[src/rtl/core/lbp_pkg.sv]
// Shared types and constants for the local binary pattern code image block.
package lbp_pkg;

    // Fixed widths of the channel payloads and configuration registers.
    localparam int PIX_W      = 8;
    localparam int CODE_W     = 8;
    localparam int WIDTH_W    = 11;
    localparam int HEIGHT_W   = 16;
    localparam int APB_ADDR_W = 3;
    localparam int APB_DATA_W = 32;

    // Register reset values and the smallest meaningful image dimension.
    localparam logic [WIDTH_W-1:0]  WIDTH_RESET  = 11'd640;
    localparam logic [HEIGHT_W-1:0] HEIGHT_RESET = 16'd480;
    localparam int                  MIN_DIM      = 3;

    // Register indexes, taken from paddr[2].
    localparam logic REG_WIDTH  = 1'b0;
    localparam logic REG_HEIGHT = 1'b1;

    // Control flags that travel with a pixel from the read stage to the window.
    typedef struct packed {
        logic emit;
        logic frame_end;
    } stage_info_t;

endpackage

[src/rtl/core/lbp_if.sv]


interface lbp_code_if;
    logic                       valid;
    logic                       ready;
    logic [lbp_pkg::CODE_W-1:0] code;
    logic                       frame_end;

    modport source (output valid, output code, output frame_end, input ready);
    modport sink   (input valid, input code, input frame_end, output ready);
endinterface

[src/rtl/core/lbp_window.sv]
// Two-column window registers, neighbour compare and the output register.
module lbp_window #(
    parameter int PW = 8
) (
    input  logic                 clk,
    input  logic                 rst_n,
    input  logic                 adv,
    input  lbp_pkg::stage_info_t info,
    input  logic [PW-1:0]        top,
    input  logic [PW-1:0]        mid,
    input  logic [PW-1:0]        bot,
    output logic                 out_free,
    lbp_code_if.source           code_out
);

    // Index 0..2: left column (top, middle, bottom); 3..5: centre column.
    logic [PW-1:0]                 win_reg  [6];
    logic [PW-1:0]                 win_next [6];
    logic                          valid_reg;
    logic                          valid_next;
    logic [lbp_pkg::CODE_W-1:0]    code_reg;
    logic [lbp_pkg::CODE_W-1:0]    code_next;
    logic                          end_reg;
    logic                          end_next;
    logic [lbp_pkg::CODE_W-1:0]    code_calc;
    logic [PW-1:0]                 ctr;

    // Each bit is set when its neighbour is at least the centre pixel.
    assign ctr = win_reg[4];
    always_comb
    begin
        code_calc[0] = (win_reg[0] >= ctr);
        code_calc[1] = (win_reg[3] >= ctr);
        code_calc[2] = (top >= ctr);
        code_calc[3] = (mid >= ctr);
        code_calc[4] = (bot >= ctr);
        code_calc[5] = (win_reg[5] >= ctr);
        code_calc[6] = (win_reg[2] >= ctr);
        code_calc[7] = (win_reg[1] >= ctr);
    end

    // Window shifts one column for every item that leaves the read stage.
    always_comb
    begin
        for (int i = 0; i < 6; i++)
        begin
            win_next[i] = win_reg[i];
        end
        if (adv)
        begin
            win_next[0] = win_reg[3];
            win_next[1] = win_reg[4];
            win_next[2] = win_reg[5];
            win_next[3] = top;
            win_next[4] = mid;
            win_next[5] = bot;
        end
    end

    // Output register: loaded by an emitting item, cleared when taken.
    assign out_free = !valid_reg || code_out.ready;

    always_comb
    begin
        valid_next = valid_reg;
        code_next  = code_reg;
        end_next   = end_reg;
        if (code_out.ready)
        begin
            valid_next = 1'b0;
        end
        if (adv && info.emit)
        begin
            valid_next = 1'b1;
            code_next  = code_calc;
            end_next   = info.frame_end;
        end
    end

    always_ff @(posedge clk or negedge rst_n)
    begin
        if (!rst_n)
        begin
            for (int i = 0; i < 6; i++)
            begin
                win_reg[i] <= '0;
            end
            valid_reg <= 1'b0;
        end
        else
        begin
            for (int i = 0; i < 6; i++)
            begin
                win_reg[i] <= win_next[i];
            end
            valid_reg <= valid_next;
        end
    end

    always_ff @(posedge clk)
    begin
        code_reg <= code_next;
        end_reg  <= end_next;
    end

    assign code_out.valid     = valid_reg;
    assign code_out.code      = code_reg;
    assign code_out.frame_end = end_reg;

endmodule

[src/flat_wrapper.sv]
// flat-port wrapper written by rule: the top's interface ports become plain ports
module lbp_window_flat 
#(
    parameter int PW = 8
)
  (clk, rst_n, adv, info, top, mid, bot, out_free, code_out_valid, code_out_code, code_out_frame_end, code_out_ready);
  lbp_code_if code_out_i ();
  input  logic clk;
  input  logic rst_n;
  input  logic adv;
  input  lbp_pkg::stage_info_t info;
  input  logic [PW-1:0] top;
  input  logic [PW-1:0] mid;
  input  logic [PW-1:0] bot;
  output logic out_free;
  output wire logic [$bits(code_out_i.valid)-1:0] code_out_valid;
  output wire logic [$bits(code_out_i.code)-1:0] code_out_code;
  output wire logic [$bits(code_out_i.frame_end)-1:0] code_out_frame_end;
  input wire logic [$bits(code_out_i.ready)-1:0] code_out_ready;
  assign code_out_valid = code_out_i.valid;
  assign code_out_code = code_out_i.code;
  assign code_out_frame_end = code_out_i.frame_end;
  assign code_out_i.ready = code_out_ready;
  lbp_window #(.PW(PW)) u_core (.clk(clk), .rst_n(rst_n), .adv(adv), .info(info), .top(top), .mid(mid), .bot(bot), .out_free(out_free), .code_out(code_out_i));
endmodule
[config.mk]
export PLATFORM = sky130hd
export DESIGN_NAME = lbp_window_flat
export DESIGN_NICKNAME = d
export VERILOG_FILES = /design/src/rtl/core/lbp_pkg.sv /design/src/rtl/core/lbp_if.sv /design/src/rtl/core/lbp_window.sv /design/src/flat_wrapper.sv
export SDC_FILE = /design/constraint.sdc
export NUM_CORES = 1
export LEC_CHECK = 0
export ABC_AREA = 1
export BUFFER_PORTS_ARGS = -buffer_cell sky130_fd_sc_hd__buf_2
export CAP_MARGIN = 25
export CORE_ASPECT_RATIO = 1.2
export CORE_MARGIN = 4
export CORE_UTILIZATION = 34
export DETAILED_ROUTE_END_ITERATION = 10
export RECOVER_POWER = 25
export SYNTH_ARGS = -nofsm -noshare
export SYNTH_HDL_FRONTEND = slang
export SYNTH_SLANG_ARGS = --single-unit
[constraint.sdc]
create_clock -name clk -period 1.6 [get_ports clk]
set_input_delay 0.08 -clock clk [delete_from_list [all_inputs] [get_ports clk]]
set_output_delay 0.08 -clock clk [all_outputs]
set_load 0.01 [all_outputs]
==> flow_summary.json <==
{
  "power.density_nw_per_um2": 991,
  "finalHoldWorstSlack_ns": 0.00220,
  "fp.dieW_um": 103,
  "p_leak_uw": 0.00251,
  "cp_max_fo": 5,
  "area.growth.synth_to_final_pct": 24.1,
  "placed_cell_area_um2": 4090,
  "ys_types": 18,
  "grt_overflow_total": 0,
  "yosysTopAreaCellShare": 0.334,
  "vias": 2960,
  "ys_top_cells_by_area": "dfrtp_1 (33%), ha_1 (22%), nand2_1 (19%)",
  "synth_warnings": 0,
  "dpl.hpwl_um": 5900,
  "drt_first_pass_iters": 4,
  "start_util": 0.349,
  "chipHeight_um": 122,
  "clock_tree.root_cell": "clkbuf_16",
  "design_area_um2": 4550,
  "antenna_cells": 0,
  "first_iter_violations": 90,
  "nets": 609,
  "grtUsageTotal": 0.141,
  "arrival_ns": 1.58,
  "setup.worst_path.class": "reg -> reg",
  "setup_tns_ns": 0,
  "skew_ns": 0.00405,
  "fillers": 1014,
  "tightest_slew_ns": 0.711,
  "maxSlewViolCount": 0,
  "seq_area_frac_synth": 0.408,
  "rsz0062_at_grt": "false",
  "slew_headroom": 0.526,
  "syn-cell-area_um2": 3670,
  "grt_pass1_wl_um": 13700,
  "min_period_ns": 1.50,
  "timing.fmax_ghz": 0.668,
  "vias_per_cell": 4.57,
  "drive_gt1_frac": 0.156,
  "cp-start-kind": "register",
  "numCtsBuffers": 9,
  "htree_levels": 3,
  "largest_reg_flops": 40,
  "final_cell_mix": "nand2_1 (185), ha_1 (64), dfrtp_1 (48)",
  "wl_per_cell_um": 12.4,
  "post-synth-top-area-cell": "dfrtp_1",
  "cp.required_ns": 1.68,
  "avgSynthCellArea_um2": 8.41,
  "finalWeightedCongestion": 0.749,
  "grt_start_max_net_pins": 50,
  "hold_viol_final": 0,
  "vdd_drop_max_v": 0.000522,
  "layout_commonest_cell": "nand2_1",
  "numPortBuffers": 40,
  "maxCapViolations": 0,
  "cts_sinks": 58,
  "post-cts-setup-buffer-count": 0,
  "synth_cells": 436,
  "ant_nets": 0,
  "min_path_type": "in -> reg",
  "cts_tree": "built",
  "fin_util": 0.433,
  "drc": 0,
  "syn-num-nets": 530,
  "drt_wl_total_um": 8010,
  "clkLatencyLatePin_ns": 0.32,
  "cts_buffer_depth": 2,
  "core_um2": 10500,
  "outcome": "complete, no violations",
  "antenna_found_initial": 0,
  "ios": 41,
  "row_count": 41,
  "post-route-period-util": 0.935,
  "grt_pass1_vias": 2875,
  "finalSetupViolCount": 0,
  "clkSlewWorstSetupHoldPaths_ns": 0.05,
  "critPathCaptureType": "register",
  "dieArea_um2": 12500,
  "synth-seq-cells": 58
}
## final timing paths
check                                               start                                 to  slack (ns)  depth (start not counted)
max in group asynchronous                           rst_n          u_core.ctr[0]$_DFFE_PN0P_        0.64                          3
min in group asynchronous                           rst_n          u_core.ctr[2]$_DFFE_PN0P_        0.46                          3
hold / removal                                     mid[1]          u_core.ctr[1]$_DFFE_PN0P_       0.002                          3
setup reg to reg                u_core.ctr[1]$_DFFE_PN0P_  u_core.code_out.code[7]$_DFFE_PP_        0.10                          9
hold reg to reg            u_core.win_reg[29]$_DFFE_PN0P_     u_core.win_reg[29]$_DFFE_PN0P_        0.47                          2
setup / recovery                u_core.ctr[1]$_DFFE_PN0P_  u_core.code_out.code[7]$_DFFE_PP_        0.10                          9
## synthesized netlist by cell type
cell / count
a21oi_1: 16
nor2_1: 17
edfxtp_1: 9
buf_6: 6
buf_4: 3
inv_6: 1
buf_8: 1
o21ai_0: 9
a21o_1: 1
nand3_1: 8
ha_1: 64
dfrtp_1: 49
inv_1: 48
o21a_1: 7
o21ai_2: 8
o21ai_1: 3
nand4_1: 1
nand2_1: 185
## final cells by class
cell class	instances	area, um^2	area share
Multi-Input combinational cell	319	1880	0.412
Sequential cell	58	1500	0.329
Timing Repair Buffer	78	563	0.124
Clock buffer	14	264	0.0580
Inverter	49	189	0.0415
Tap cell	129	161	0.0355
## kinds of logic (layout without fill, tap and decap cells)
kind of cell | after synthesis | in the layout | share of synthesized area
flip-flops | 58 | 58 | 0.408
buffers and inverters | 59 | 141 | 0.0802
AO/OA/AOI/OAI | 44 | 44 | 0.0737
AND/OR/NAND/NOR | 211 | 211 | 0.219
adder cells (fa/ha/maj) | 64 | 64 | 0.218
## metrics by stage
step / std cells / setup slack (ns) / total power, uW
after detailed placement: 612 / 0.0787 / 2790
final: 647 / 0.104 / 4510
after global placement: 612 / 0.106 / 2750
after global routing: 647 / 0.0198 / 4820
after floorplan: 436 / 0.190 / 2440
after CTS: 647 / 0.0733 / 4570
## repair_timing
action | CTS | global route
resized for setup | 0 | 4
hold buffers | 21 | 0
setup endpoints to repair | 0 | 6
endpoints found under the hold margin | 68 | 0
## critical path, stage by stage, from the launching register on
cell     delay [ns]
dfrtp_1        0.35
inv_2          0.06
buf_4          0.15
ha_1           0.31
nand2_1        0.08
nand3_1        0.09
nand2_1        0.07
nand2_1        0.06
nand2_1        0.06
nand2_1        0.04
## routing by layer
layer	track usage	routed length [um]	up-vias	part of all wire
met5	0	0	-	0
met4	0.0543	174	0	0.022
met3	0.0263	186	13	0.023
met2	0.251	4240	35	0.53
met1	0.167	3410	1365	0.43
li1	-	-	1547	-
## power by group
group | switching, uW | internal (uW) | leakage [uW] | total [uW]
combinational | 576 | 465 | 0.00169 | 1040
clock | 605 | 1110 | 0.000129 | 1720
sequential | 87.5 | 1660 | 0.000688 | 1750
Note: power is estimated with default switching activity, not from simulation.
